**src/hw/rtl/circular_queue_with_scans_assert.svh**
```systemverilog
// Assertion macros used by the RTL of the circular queue (included by cqs_back).
`ifndef CIRCULAR_QUEUE_WITH_SCANS_ASSERT_SVH
`define CIRCULAR_QUEUE_WITH_SCANS_ASSERT_SVH

`ifndef ASSERT_OFF
`define CQS_ASSERT(lbl, clk, rst_n, prop, msg) \
    lbl: assert property (@(posedge clk) disable iff (!rst_n) prop) else $error(msg);
`define CQS_ASSERT_ALWAYS(lbl, clk, prop, msg) \
    lbl: assert property (@(posedge clk) prop) else $error(msg);
`else
`define CQS_ASSERT(lbl, clk, rst_n, prop, msg)
`define CQS_ASSERT_ALWAYS(lbl, clk, prop, msg)
`endif

`endif

```
**src/hw/rtl/cqs_pkg.sv**
```systemverilog
`default_nettype none

package cqs_pkg;

    localparam int DEPTH   = 16;
    localparam int IDX_W   = $clog2(DEPTH);
    localparam int CNT_W   = $clog2(DEPTH + 1);
    localparam int WORD_W  = 32;
    localparam int OCC_W   = 5;
    localparam int ACT_W   = 3;
    localparam int STAT_W  = 2;
    localparam int Q_DEPTH = 2;
    localparam int QPTR_W  = $clog2(Q_DEPTH);
    localparam int QCNT_W  = $clog2(Q_DEPTH + 1);

    localparam logic [ACT_W-1:0] ACT_ENQ  = 3'd0;
    localparam logic [ACT_W-1:0] ACT_DEQ  = 3'd1;
    localparam logic [ACT_W-1:0] ACT_MAX  = 3'd2;
    localparam logic [ACT_W-1:0] ACT_EVEN = 3'd3;
    localparam logic [ACT_W-1:0] ACT_REPL = 3'd4;

    localparam logic [STAT_W-1:0] ST_OK    = 2'd0;
    localparam logic [STAT_W-1:0] ST_EMPTY = 2'd1;
    localparam logic [STAT_W-1:0] ST_FULL  = 2'd2;

    localparam logic signed [WORD_W-1:0] REPL_WORD = -32'sd1;

    typedef enum logic [2:0] {
        OP_ENQ,
        OP_DEQ,
        OP_MAX,
        OP_EVEN,
        OP_REPL,
        OP_NOP
    } op_t;

    typedef struct packed {
        logic [ACT_W-1:0]         action;
        logic signed [WORD_W-1:0] data;
    } in_t;

    typedef struct packed {
        logic signed [WORD_W-1:0] value;
        logic [STAT_W-1:0]        status;
        logic [OCC_W-1:0]         occupancy;
    } out_t;

    typedef struct packed {
        op_t                      op;
        logic signed [WORD_W-1:0] data;
    } cmd_t;

    function automatic logic [IDX_W-1:0] wrap_inc(input logic [IDX_W-1:0] idx);
        if (idx == IDX_W'(DEPTH - 1)) begin
            return '0;
        end
        return idx + 1'b1;
    endfunction

    function automatic logic [OCC_W-1:0] to_occ(input logic [CNT_W-1:0] cnt);
        logic [CNT_W+OCC_W-1:0] wide;
        wide = {{OCC_W{1'b0}}, cnt};
        return wide[OCC_W-1:0];
    endfunction

endpackage

`default_nettype wire

```
**src/hw/rtl/cqs_front.sv**
```systemverilog
`default_nettype none

module cqs_front (
    input  wire logic          aclk,
    input  wire logic          aresetn,
    input  wire logic          s_valid,
    output logic               s_ready,
    input  wire cqs_pkg::in_t  s_item,
    output logic               push_valid,
    input  wire logic          push_ready,
    output cqs_pkg::cmd_t      push_cmd
);

    logic          cmd_valid_reg;
    logic          cmd_valid_next;
    cqs_pkg::cmd_t cmd_reg;
    cqs_pkg::cmd_t cmd_next;
    cqs_pkg::op_t  op_decoded;

    always_comb begin
        unique case (s_item.action)
            cqs_pkg::ACT_ENQ:  op_decoded = cqs_pkg::OP_ENQ;
            cqs_pkg::ACT_DEQ:  op_decoded = cqs_pkg::OP_DEQ;
            cqs_pkg::ACT_MAX:  op_decoded = cqs_pkg::OP_MAX;
            cqs_pkg::ACT_EVEN: op_decoded = cqs_pkg::OP_EVEN;
            cqs_pkg::ACT_REPL: op_decoded = cqs_pkg::OP_REPL;
            default:           op_decoded = cqs_pkg::OP_NOP;
        endcase
    end

    assign s_ready    = !cmd_valid_reg || push_ready;
    assign push_valid = cmd_valid_reg;
    assign push_cmd   = cmd_reg;

    always_comb begin
        cmd_valid_next = cmd_valid_reg;
        cmd_next       = cmd_reg;
        if (s_valid && s_ready) begin
            cmd_valid_next = 1'b1;
            cmd_next.op    = op_decoded;
            cmd_next.data  = s_item.data;
        end else if (push_ready) begin
            cmd_valid_next = 1'b0;
        end
    end

    always_ff @(posedge aclk) begin
        cmd_reg <= cmd_next;
        if (!aresetn) begin
            cmd_valid_reg <= 1'b0;
        end else begin
            cmd_valid_reg <= cmd_valid_next;
        end
    end

endmodule

`default_nettype wire

```
**src/hw/rtl/cqs_cmd_queue.sv**
```systemverilog
`default_nettype none

module cqs_cmd_queue (
    input  wire logic          aclk,
    input  wire logic          aresetn,
    input  wire logic          push_valid,
    output logic               push_ready,
    input  wire cqs_pkg::cmd_t push_cmd,
    output logic               pop_valid,
    input  wire logic          pop_ready,
    output cqs_pkg::cmd_t      pop_cmd
);

    cqs_pkg::cmd_t                 entry_reg [cqs_pkg::Q_DEPTH];
    logic [cqs_pkg::QPTR_W-1:0]    wr_ptr_reg;
    logic [cqs_pkg::QPTR_W-1:0]    rd_ptr_reg;
    logic [cqs_pkg::QCNT_W-1:0]    fill_reg;
    logic                          do_push;
    logic                          do_pop;

    function automatic logic [cqs_pkg::QPTR_W-1:0] qwrap(
        input logic [cqs_pkg::QPTR_W-1:0] p);
        if (p == cqs_pkg::QPTR_W'(cqs_pkg::Q_DEPTH - 1)) begin
            return '0;
        end
        return p + 1'b1;
    endfunction

    assign push_ready = fill_reg != cqs_pkg::QCNT_W'(cqs_pkg::Q_DEPTH);
    assign pop_valid  = fill_reg != '0;
    assign pop_cmd    = entry_reg[rd_ptr_reg];
    assign do_push    = push_valid && push_ready;
    assign do_pop     = pop_valid && pop_ready;

    always_ff @(posedge aclk) begin
        if (do_push) begin
            entry_reg[wr_ptr_reg] <= push_cmd;
        end
        if (!aresetn) begin
            wr_ptr_reg <= '0;
            rd_ptr_reg <= '0;
            fill_reg   <= '0;
        end else begin
            if (do_push) begin
                wr_ptr_reg <= qwrap(wr_ptr_reg);
            end
            if (do_pop) begin
                rd_ptr_reg <= qwrap(rd_ptr_reg);
            end
            if (do_push && !do_pop) begin
                fill_reg <= fill_reg + 1'b1;
            end else if (!do_push && do_pop) begin
                fill_reg <= fill_reg - 1'b1;
            end
        end
    end

endmodule

`default_nettype wire

```
**src/hw/rtl/cqs_back.sv**
```systemverilog
`default_nettype none

`include "circular_queue_with_scans_assert.svh"

module cqs_back (
    input  wire logic          aclk,
    input  wire logic          aresetn,
    input  wire logic          cmd_valid,
    output logic               cmd_ready,
    input  wire cqs_pkg::cmd_t cmd,
    output logic               m_valid,
    input  wire logic          m_ready,
    output cqs_pkg::out_t      m_item
);

    typedef enum logic [1:0] {
        S_IDLE,
        S_SCAN,
        S_FINISH
    } state_t;

    state_t                             state_reg, state_next;
    logic [cqs_pkg::IDX_W-1:0]          head_reg, head_next;
    logic [cqs_pkg::IDX_W-1:0]          tail_reg, tail_next;
    logic [cqs_pkg::CNT_W-1:0]          count_reg, count_next;
    cqs_pkg::op_t                       op_reg, op_next;
    logic [cqs_pkg::IDX_W-1:0]          ptr_reg, ptr_next;
    logic [cqs_pkg::IDX_W-1:0]          pend_addr_reg, pend_addr_next;
    logic [cqs_pkg::CNT_W-1:0]          left_reg, left_next;
    logic                               first_reg, first_next;
    logic signed [cqs_pkg::WORD_W-1:0]  acc_reg, acc_next;
    logic                               out_valid_reg, out_valid_next;
    cqs_pkg::out_t                      out_item_reg, out_item_next;

    logic signed [cqs_pkg::WORD_W-1:0]  mem [cqs_pkg::DEPTH];
    logic signed [cqs_pkg::WORD_W-1:0]  rd_data_reg;
    logic [cqs_pkg::IDX_W-1:0]          rd_addr;
    logic                               mem_we;
    logic [cqs_pkg::IDX_W-1:0]          mem_wa;
    logic signed [cqs_pkg::WORD_W-1:0]  mem_wd;
    logic                               out_free;
    logic                               is_empty;
    logic                               is_full;

    assign out_free  = !out_valid_reg || m_ready;
    assign cmd_ready = (state_reg == S_IDLE) && out_free;
    assign is_empty  = count_reg == '0;
    assign is_full   = count_reg == cqs_pkg::CNT_W'(cqs_pkg::DEPTH);
    assign rd_addr   = (state_reg == S_SCAN) ? ptr_reg : head_reg;
    assign m_valid   = out_valid_reg;
    assign m_item    = out_item_reg;

    always_ff @(posedge aclk) begin
        if (mem_we) begin
            mem[mem_wa] <= mem_wd;
        end
        rd_data_reg <= mem[rd_addr];
    end

    always_comb begin
        state_next     = state_reg;
        head_next      = head_reg;
        tail_next      = tail_reg;
        count_next     = count_reg;
        op_next        = op_reg;
        ptr_next       = ptr_reg;
        pend_addr_next = pend_addr_reg;
        left_next      = left_reg;
        first_next     = first_reg;
        acc_next       = acc_reg;
        out_valid_next = out_valid_reg;
        out_item_next  = out_item_reg;
        mem_we         = 1'b0;
        mem_wa         = tail_reg;
        mem_wd         = cmd.data;

        if (out_valid_reg && m_ready) begin
            out_valid_next = 1'b0;
        end

        unique case (state_reg)
            S_IDLE: begin
                if (cmd_valid && out_free) begin
                    op_next        = cmd.op;
                    ptr_next       = cqs_pkg::wrap_inc(head_reg);
                    pend_addr_next = head_reg;
                    left_next      = count_reg - 1'b1;
                    first_next     = 1'b1;
                    acc_next       = '0;
                    out_item_next.value     = '0;
                    out_item_next.status    = cqs_pkg::ST_OK;
                    out_item_next.occupancy = cqs_pkg::to_occ(count_reg);
                    case (cmd.op) inside
                        cqs_pkg::OP_ENQ: begin
                            out_valid_next = 1'b1;
                            if (is_full) begin
                                out_item_next.status = cqs_pkg::ST_FULL;
                            end else begin
                                mem_we     = 1'b1;
                                tail_next  = cqs_pkg::wrap_inc(tail_reg);
                                count_next = count_reg + 1'b1;
                                out_item_next.occupancy = cqs_pkg::to_occ(count_next);
                            end
                        end
                        cqs_pkg::OP_DEQ: begin
                            if (is_empty) begin
                                out_valid_next       = 1'b1;
                                out_item_next.status = cqs_pkg::ST_EMPTY;
                            end else begin
                                head_next  = cqs_pkg::wrap_inc(head_reg);
                                count_next = count_reg - 1'b1;
                                left_next  = '0;
                                state_next = S_SCAN;
                            end
                        end
                        cqs_pkg::OP_MAX: begin
                            if (is_empty) begin
                                out_valid_next       = 1'b1;
                                out_item_next.status = cqs_pkg::ST_EMPTY;
                            end else begin
                                state_next = S_SCAN;
                            end
                        end
                        cqs_pkg::OP_EVEN, cqs_pkg::OP_REPL: begin
                            if (is_empty) begin
                                out_valid_next = 1'b1;
                            end else begin
                                state_next = S_SCAN;
                            end
                        end
                        default: begin
                            out_valid_next = 1'b1;
                        end
                    endcase
                end
            end
            S_SCAN: begin
                case (op_reg)
                    cqs_pkg::OP_DEQ: begin
                        acc_next = rd_data_reg;
                    end
                    cqs_pkg::OP_MAX: begin
                        if (first_reg || (rd_data_reg > acc_reg)) begin
                            acc_next = rd_data_reg;
                        end
                    end
                    cqs_pkg::OP_EVEN: begin
                        if (!rd_data_reg[0]) begin
                            acc_next = acc_reg + rd_data_reg;
                        end
                    end
                    cqs_pkg::OP_REPL: begin
                        if (rd_data_reg[0]) begin
                            mem_we = 1'b1;
                            mem_wa = pend_addr_reg;
                            mem_wd = cqs_pkg::REPL_WORD;
                        end
                    end
                    default: begin
                    end
                endcase
                first_next = 1'b0;
                if (left_reg != '0) begin
                    pend_addr_next = ptr_reg;
                    ptr_next       = cqs_pkg::wrap_inc(ptr_reg);
                    left_next      = left_reg - 1'b1;
                end else begin
                    state_next = S_FINISH;
                end
            end
            S_FINISH: begin
                if (out_free) begin
                    out_valid_next          = 1'b1;
                    out_item_next.value     = acc_reg;
                    out_item_next.status    = cqs_pkg::ST_OK;
                    out_item_next.occupancy = cqs_pkg::to_occ(count_reg);
                    state_next              = S_IDLE;
                end
            end
            default: begin
                state_next = S_IDLE;
            end
        endcase
    end

    always_ff @(posedge aclk) begin
        op_reg        <= op_next;
        ptr_reg       <= ptr_next;
        pend_addr_reg <= pend_addr_next;
        left_reg      <= left_next;
        first_reg     <= first_next;
        acc_reg       <= acc_next;
        out_item_reg  <= out_item_next;
        if (!aresetn) begin
            state_reg     <= S_IDLE;
            head_reg      <= '0;
            tail_reg      <= '0;
            count_reg     <= '0;
            out_valid_reg <= 1'b0;
        end else begin
            state_reg     <= state_next;
            head_reg      <= head_next;
            tail_reg      <= tail_next;
            count_reg     <= count_next;
            out_valid_reg <= out_valid_next;
        end
    end

    `CQS_ASSERT(a_count_bound, aclk, aresetn,
        count_reg <= cqs_pkg::CNT_W'(cqs_pkg::DEPTH), "occupancy above depth")
    `CQS_ASSERT(a_scan_write_repl, aclk, aresetn,
        (state_reg == S_SCAN && mem_we) |-> (op_reg == cqs_pkg::OP_REPL),
        "store written during a non-replacing scan")
    `CQS_ASSERT(a_deq_count, aclk, aresetn,
        (cmd_valid && cmd_ready && cmd.op == cqs_pkg::OP_DEQ && !is_empty)
        |=> (count_reg == $past(count_reg) - 1'b1), "dequeue did not lower occupancy")
    `CQS_ASSERT(a_no_pop_busy, aclk, aresetn,
        (state_reg != S_IDLE) |-> !cmd_ready, "command taken while a scan is running")

endmodule

`default_nettype wire

```
**src/hw/rtl/circular_queue_with_scans.sv**
```systemverilog
`default_nettype none

// Circular FIFO of signed 32-bit words with scan actions. Each input beat carries
// one action and yields exactly one result beat with a value, a status and the
// occupancy after the action. Beats first pass an input register and a two-entry
// command queue. The execution unit answers enqueue, unused action codes and
// actions that find the queue empty straight from its idle state; dequeue, max, even
// sum and odd replacement pass through a scan state and then a finish state. New
// commands are taken only when idle. Scans are bound by the
// single read port of the word store, which delivers one registered word a cycle.
// The store needs no initialization after reset.
module circular_queue_with_scans (
    input  wire logic          aclk,
    input  wire logic          aresetn,
    input  wire logic          s_valid,
    output logic               s_ready,
    input  wire cqs_pkg::in_t  s_item,
    output logic               m_valid,
    input  wire logic          m_ready,
    output cqs_pkg::out_t      m_item
);

    logic          push_valid;
    logic          push_ready;
    cqs_pkg::cmd_t push_cmd;
    logic          pop_valid;
    logic          pop_ready;
    cqs_pkg::cmd_t pop_cmd;

    cqs_front u_front (
        .aclk       (aclk),
        .aresetn    (aresetn),
        .s_valid    (s_valid),
        .s_ready    (s_ready),
        .s_item     (s_item),
        .push_valid (push_valid),
        .push_ready (push_ready),
        .push_cmd   (push_cmd)
    );

    cqs_cmd_queue u_queue (
        .aclk       (aclk),
        .aresetn    (aresetn),
        .push_valid (push_valid),
        .push_ready (push_ready),
        .push_cmd   (push_cmd),
        .pop_valid  (pop_valid),
        .pop_ready  (pop_ready),
        .pop_cmd    (pop_cmd)
    );

    cqs_back u_back (
        .aclk      (aclk),
        .aresetn   (aresetn),
        .cmd_valid (pop_valid),
        .cmd_ready (pop_ready),
        .cmd       (pop_cmd),
        .m_valid   (m_valid),
        .m_ready   (m_ready),
        .m_item    (m_item)
    );

endmodule

`default_nettype wire
```
**config.mk**
```make
export PLATFORM = sky130hd
export DESIGN_NAME = circular_queue_with_scans
export DESIGN_NICKNAME = d
export VERILOG_FILES = /design/src/hw/rtl/cqs_pkg.sv /design/src/hw/rtl/cqs_front.sv /design/src/hw/rtl/cqs_cmd_queue.sv /design/src/hw/rtl/cqs_back.sv /design/src/hw/rtl/circular_queue_with_scans.sv
export VERILOG_INCLUDE_DIRS = /design/src /design/src/hw/rtl
export SDC_FILE = /design/constraint.sdc
export NUM_CORES = 1
export LEC_CHECK = 0
export ABC_AREA = 0
export BUFFER_PORTS_ARGS = -buffer_cell sky130_fd_sc_hd__buf_2
export CAP_MARGIN = 15
export CORE_ASPECT_RATIO = 0.8
export CORE_UTILIZATION = 46
export DETAILED_ROUTE_END_ITERATION = 16
export GPL_TIMING_DRIVEN = 1
export HOLD_SLACK_MARGIN = 0.06
export PLACE_DENSITY = 0.61
export RECOVER_POWER = 100
export SLEW_MARGIN = 0
export SYNTH_ARGS = -nofsm -noshare
export SYNTH_HDL_FRONTEND = slang
export SYNTH_SLANG_ARGS = --single-unit
```
**constraint.sdc**
```tcl
create_clock -name aclk -period 4.7 [get_ports aclk]
set_input_delay 1.41 -clock aclk [delete_from_list [all_inputs] [get_ports aclk]]
set_output_delay 1.41 -clock aclk [all_outputs]
set_load 0.02 [all_outputs]
```
==> impl_metrics.yaml, run 1 <==
floorplanning:
  die_w_microns: 297
  fp.dieH_microns: 238
  dieArea_sq_um: 70700
  core_sq_um: 68900
  start_util_pct: 46.5
  io_pins: 80
  row_count: 86
global_route:
  grt_pass1_wl_microns: 121000
  grt_max_degree: 157
  antenna_found_initial: 1
  overflow: 0
  grtUsageTotal_pct: 22.7
  grt_pass1_vias: 19500
cts:
  htree_num_levels: 3
  clkSlewWorstSetupHoldPaths_ns: 0.06
  cts_hold_buf: 0
  cts_buffers: 76
  cts.sinks: 759
  post_cts_buffers: 0
  root_buffer: "clkbuf_16"
  clockBufferDepth: 3
  cts_resized: 0
  clkLatencyLatePin_ns: 0.64
  cts_tree: "yes"
finish:
  drive_gt1_share_pct: 8.35
  finish.instance_area_sq_um: 35900
  fill_cells: 5896
  syn_to_final_growth_pct: 12.0
  largest_reg_flops: 512
  multi_input_area_sq_um: 8980
  layout_common_cells: "edfxtp_1, nand2_1, nand3_1"
  fin_cells: 3620
  final_common_cell: "edfxtp_1"
  final_nets: 2745
  ff_latch_area_sq_um: 22300
  antennaDiodeCount: 0
synth:
  synth_enable_flop_cells: 705
  syn_inst: 2571
  yosysWarnings: 0
  synth_seq_area_share_pct: 69.4
  synth_area_per_cell_sq_um: 12.5
  synthFlopType: "edfxtp_1"
  async_flop_share_pct: 0
  ys_types: 72
  syn_nets: 2682
  synth_area_sq_um: 32000
  synth_seq_cells: 759
detailed_routing:
  firstDrtPassIters: 5
  wl_microns: 80500
  num_vias: 20400
  routedWlPerCell_microns: 22.2
  drc_errors: 0
  viasPerCell: 5.64
  ant_nets: 0
  drt_iter0_drc: 2318
timing:
  slew_headroom_pct: -104
  finClkSkew_ns: 0.0238
  timing.setup.tns_ns: 0
  setup_viol: 0
  rsz0062_at_grt: "no"
  whs_ns: 0.441
  fin_crit_ns: 4.25
  finalMaxSlewViolations: 216
  fmax_mhz: 235
  final.period_utilization_pct: 90.4
  worst_slew_pin_slew_ns: 3.04
  hold_viol: 0
pwr:
  vdd_drop_max_mv: 0.407
  power.density_nw_per_um2: 588
  p_leak_nw: 12.6
  finalPower_mw: 21.1
critical_path:
  startpoint_type: "flop"
  r2r-end: "u_back.mem[2][10]"
  r2r_cells: 7
  r2r_setup_slack_ns: 0.45
  crit_type: "flop to flop"
  crit_end: "u_back.mem[2][10]"
  required_ns: 4.95
  end_kind: "flop"
  crit_path_max_fanout: 32
  crit_path_start: "u_back.state_reg[0]"
  crit_arrival_ns: 4.50
  r2r_start: "u_back.state_reg[0]"
hold_path:
  hp-class: "flop to flop"
place:
  dpl_cell_area_sq_um: 33700
  hpwlAfterDp_microns: 51700
  io_buffers: 79
  placed_cells: 3480
  gp_congestion: 0.933
flow_run:
  maxCapViolCount: 6
outcome:
  violations: "max-capacitance violations, max-slew violations"
  status: "finished with violations"
-- worst min path at each step --
stage,start,to,slack [ns],cells past startpoint
CTS,u_front.push_cmd[31],u_queue.entry_reg[1][31],0.45,0
finish,u_front.push_cmd[16],u_queue.entry_reg[1][16],0.44,0
detailed placement,u_front.push_cmd[32],u_queue.entry_reg[0][32],0.43,0
global route,u_front.push_cmd[31],u_queue.entry_reg[0][31],0.46,0
floorplan,u_front.push_cmd[0],u_queue.entry_reg[0][0],0.42,0
global placement,u_front.push_cmd[16],u_queue.entry_reg[1][16],0.42,0
-- power breakdown --
group	leakage [nW]	total, mW	internal [mW]	switching, mW
Combinational	4.55	5.98	1.86	4.12
Clock	1.18	5.99	3.40	2.58
Sequential	6.88	9.12	8.61	0.520
-- critical path, stage by stage, from the launching register on --
cell,delay (ns)
dfxtp_1,0.49
nor2b_1,0.21
clkbuf_1,0.76
nand4_1,0.70
nor3_1,0.47
a31oi_1,0.26
nor2_4,0.18
clkbuf_2,0.77
-- through the flow --
step           utilization, %  setup WS [ns]
3_5_place_dp             49.0          0.632
2_1_floorplan               -         0.0166
5_1_grt                  52.1          0.257
4_1_cts                  52.6          0.714
6_report                 52.1          0.451
3_3_place_gp             49.0          0.651
-- layer usage --
layer / routed length [microns] / part of all wire [%] / global-route usage (%)
met5: 0 / 0 / 0
met4: 1700 / 2.1 / 5.51
met3: 8640 / 11 / 7.71
met2: 33200 / 41 / 31.2
met1: 36900 / 46 / 34.3
-- cells in the mapped netlist (36+ instances only) --
library cell	number	area share [%]
nand3_1	269	4.2
a31oi_1	46	0.90
mux2i_1	38	1.2
inv_1	79	0.93
buf_2	48	0.75
xnor2_1	36	0.98
edfxtp_1	705	66
clkbuf_1	85	1.0
and2_1	42	0.82
ha_1	71	2.8
a21oi_1	66	1.0
dfxtp_1	54	3.4
and3_1	36	0.70
nand2_1	590	6.9
a311oi_1	67	1.8
nor2_1	87	1.0
-- layout make-up --
type / instances / area share (%)
Timing Repair Buffer: 136 / 2.04
Clock buffer: 103 / 5.78
Clock inverter: 37 / 1.09
Sequential cell: 759 / 62.0
Multi-Input combinational cell: 1578 / 25.0
Tap cell: 924 / 3.22
Inverter: 83 / 0.889
-- cells by family after synthesis --
family                     count (synthesis)  share of synthesized area, %
muxes                                     40                          1.26
AOI/OAI and AO/OA                        314                          6.89
xor gates and xnor gates                  46                          1.26
and+or+nand+nor                         1106                          15.4
DFF                                      759                          69.4
buffers and inverters                    234                          2.93
adders and majority gates                 72                          2.83
Power figures use the tool's default switching activity.
==> inputs of run 2 (changes only) <==
--- a/config.mk
+++ b/config.mk
@@ -10,11 +10,11 @@
 export BUFFER_PORTS_ARGS = -buffer_cell sky130_fd_sc_hd__buf_2
 export CAP_MARGIN = 15
 export CORE_ASPECT_RATIO = 0.8
-export CORE_UTILIZATION = 46
+export CORE_UTILIZATION = 56
 export DETAILED_ROUTE_END_ITERATION = 16
 export GPL_TIMING_DRIVEN = 1
 export HOLD_SLACK_MARGIN = 0.06
-export PLACE_DENSITY = 0.61
+export PLACE_DENSITY = 0.72
 export RECOVER_POWER = 100
 export SLEW_MARGIN = 0
 export SYNTH_ARGS = -nofsm -noshare
==> run 2 against run 1 <==
Net effect:
- the run still ends with max-capacitance violations, max-slew violations left
- sequential cell count unchanged
- final area decreased by 0.24%
- critical path depth increased by 2
- critical path type is now primary input to flop
- critical endpoint is now u_back.mem[10][23]
- largest cell class unchanged
- largest power group unchanged
==> impl_metrics.yaml, run 2 (same netlist as run 1, synthesis figures left out) <==
floorplanning:
  io_pins: 80
  core_sq_um: 56600
  start_util_pct: 56.6
  dieArea_sq_um: 58200
  die_w_microns: 269
  row_count: 78
  fp.dieH_microns: 216
critical_path:
  required_ns: 4.94
  crit_path_max_fanout: 32
  crit_family: "buffers and inverters"
  cp_num_buf_inv: 4
  crit_type: "primary input to flop"
  path_cells: "buf_2 > nor2b_1 > nor4_1 > clkinv_1 > nor4b_4 > a31oi_1 > clkbuf_1 > nor2_4 > clkbuf_2"
  crit_arrival_ns: 4.30
  end_kind: "flop"
  startpoint_type: "primary input"
  max_stage_delay_ns: 0.66
  slowest_stage: "clkbuf_2"
global_route:
  grtUsageTotal_pct: 25.8
  overflow: 0
  antenna_found_initial: 1
  grt_pass1_vias: 19200
  grt_pass1_wl_microns: 115000
  grt_max_degree: 139
finish:
  largest_reg_flops: 512
  fill_cells: 4184
  final_nets: 2737
  drive_gt1_share_pct: 8.31
  final_common_cell: "edfxtp_1"
  antennaDiodeCount: 0
  layout_common_cells: "edfxtp_1, nand2_1, nand3_1"
  syn_to_final_growth_pct: 11.8
place:
  gp_congestion: 0.918
  hpwlAfterDp_microns: 48500
  io_buffers: 79
detailed_routing:
  highest_layer: "met4"
  firstDrtPassIters: 5
  wl_met1_microns: 33500
  ant_nets: 0
  num_vias: 20600
  wl_met3_microns: 8660
  viasPerCell: 5.99
  routedWlPerCell_microns: 22.0
  wl_microns: 75600
  wl_met2_microns: 31700
  drc_errors: 0
  drt_iter0_drc: 2735
timing:
  finClkSkew_ns: 0.0238
  rsz0062_at_grt: "no"
  hold_viol: 0
  whs_ns: 0.439
  timing.setup.tns_ns: 0
  setup_viol: 0
  final.period_utilization_pct: 86.3
  fmax_mhz: 246
  fin_crit_ns: 4.06
  slew_headroom_pct: -90.7
  worst_slew_pin_slew_ns: 2.85
  finalMaxSlewViolations: 149
cts:
  post_cts_buffers: 0
  root_buffer: "clkbuf_16"
  clkSlewWorstSetupHoldPaths_ns: 0.06
  cts_hold_buf: 0
  htree_num_levels: 3
  cts_buffers: 73
  cts.sinks: 759
  clkLatencyLatePin_ns: 0.62
  cts_tree: "yes"
  clockBufferDepth: 3
  cts_resized: 0
pwr:
  power.density_nw_per_um2: 597
  vdd_drop_max_mv: 0.456
  p_leak_nw: 12.7
hold_path:
  hp-class: "flop to flop"
outcome:
  violations: "max-capacitance violations, max-slew violations"
  status: "finished with violations"
flow_run:
  maxCapViolCount: 4
[run 2: cell types whose count changed in the layout (fill, tap and decap cells not counted), moves of 5 or more]
cell	before	now
nor2_1	69	74
bufinv_16	5	13
clkbuf_1	78	62
nor2_4	17	12
buf_4	19	33
clkbuf_2	19	6
[run 2: path summary, 6_finish.rpt]
path / cells past startpoint / startpoint / end / slack [ns]
max: 9 / m_ready / u_back.mem[10][23] / 0.64
min: 0 / u_front.push_cmd[22] / u_queue.entry_reg[0][22] / 0.44
max reg2reg: 8 / u_back.state_reg[0] / u_back.mem[10][23] / 0.93
min reg2reg: 0 / u_front.push_cmd[22] / u_queue.entry_reg[0][22] / 0.44
[run 2: worst reg2reg max path: stages (launching register included)]
cell	delay (ns)
dfxtp_1	0.49
nor2b_1	0.41
buf_4	0.40
nand4_1	0.52
nor3_1	0.32
a31oi_1	0.12
clkbuf_1	0.30
nor2_4	0.16
clkbuf_2	0.66
[run 2: layout make-up]
class | count | area, sq um | share of cell area, %
multi-input cells | 1578 | 8920 | 24.9
well taps | 760 | 951 | 2.66
repair buffers | 131 | 771 | 2.15
inverters | 83 | 319 | 0.891
clock buffers | 93 | 2020 | 5.65
clock inverters | 40 | 577 | 1.61
flip-flops and latches | 759 | 22300 | 62.1
[run 2: where the power goes]
group	switching (mW)	internal, mW	leakage (nW)
sequential	0.540	8.60	6.88
clock	2.54	3.79	1.26
combinational	4.05	1.85	4.56
total	7.12	14.2	12.7
[run 2: routing by layer]
metal  global-route usage (%)  up-vias
met5                        0        -
met4                     7.12        0
li1                         -     9466
met3                     6.14      110
met2                     35.7     1081
met1                     40.7     9972
[run 2: through the flow]
stage / util (%) / setup WS [ns] / cell area [sq um] / std cells / total power [mW]
3_5_place_dp: 59.0 / 0.668 / 33400 / 3310 / 15.2
6_report: 63.3 / 0.642 / 35800 / 3444 / 21.4
4_1_cts: 63.6 / 1.21 / 36000 / 3443 / 21.5
5_1_grt: 63.3 / 0.511 / 35800 / 3444 / 22.2
3_3_place_gp: 59.0 / 0.737 / 33400 / 3310 / 15.0
2_1_floorplan: - / 0.0166 / 32000 / 2571 / 13.2
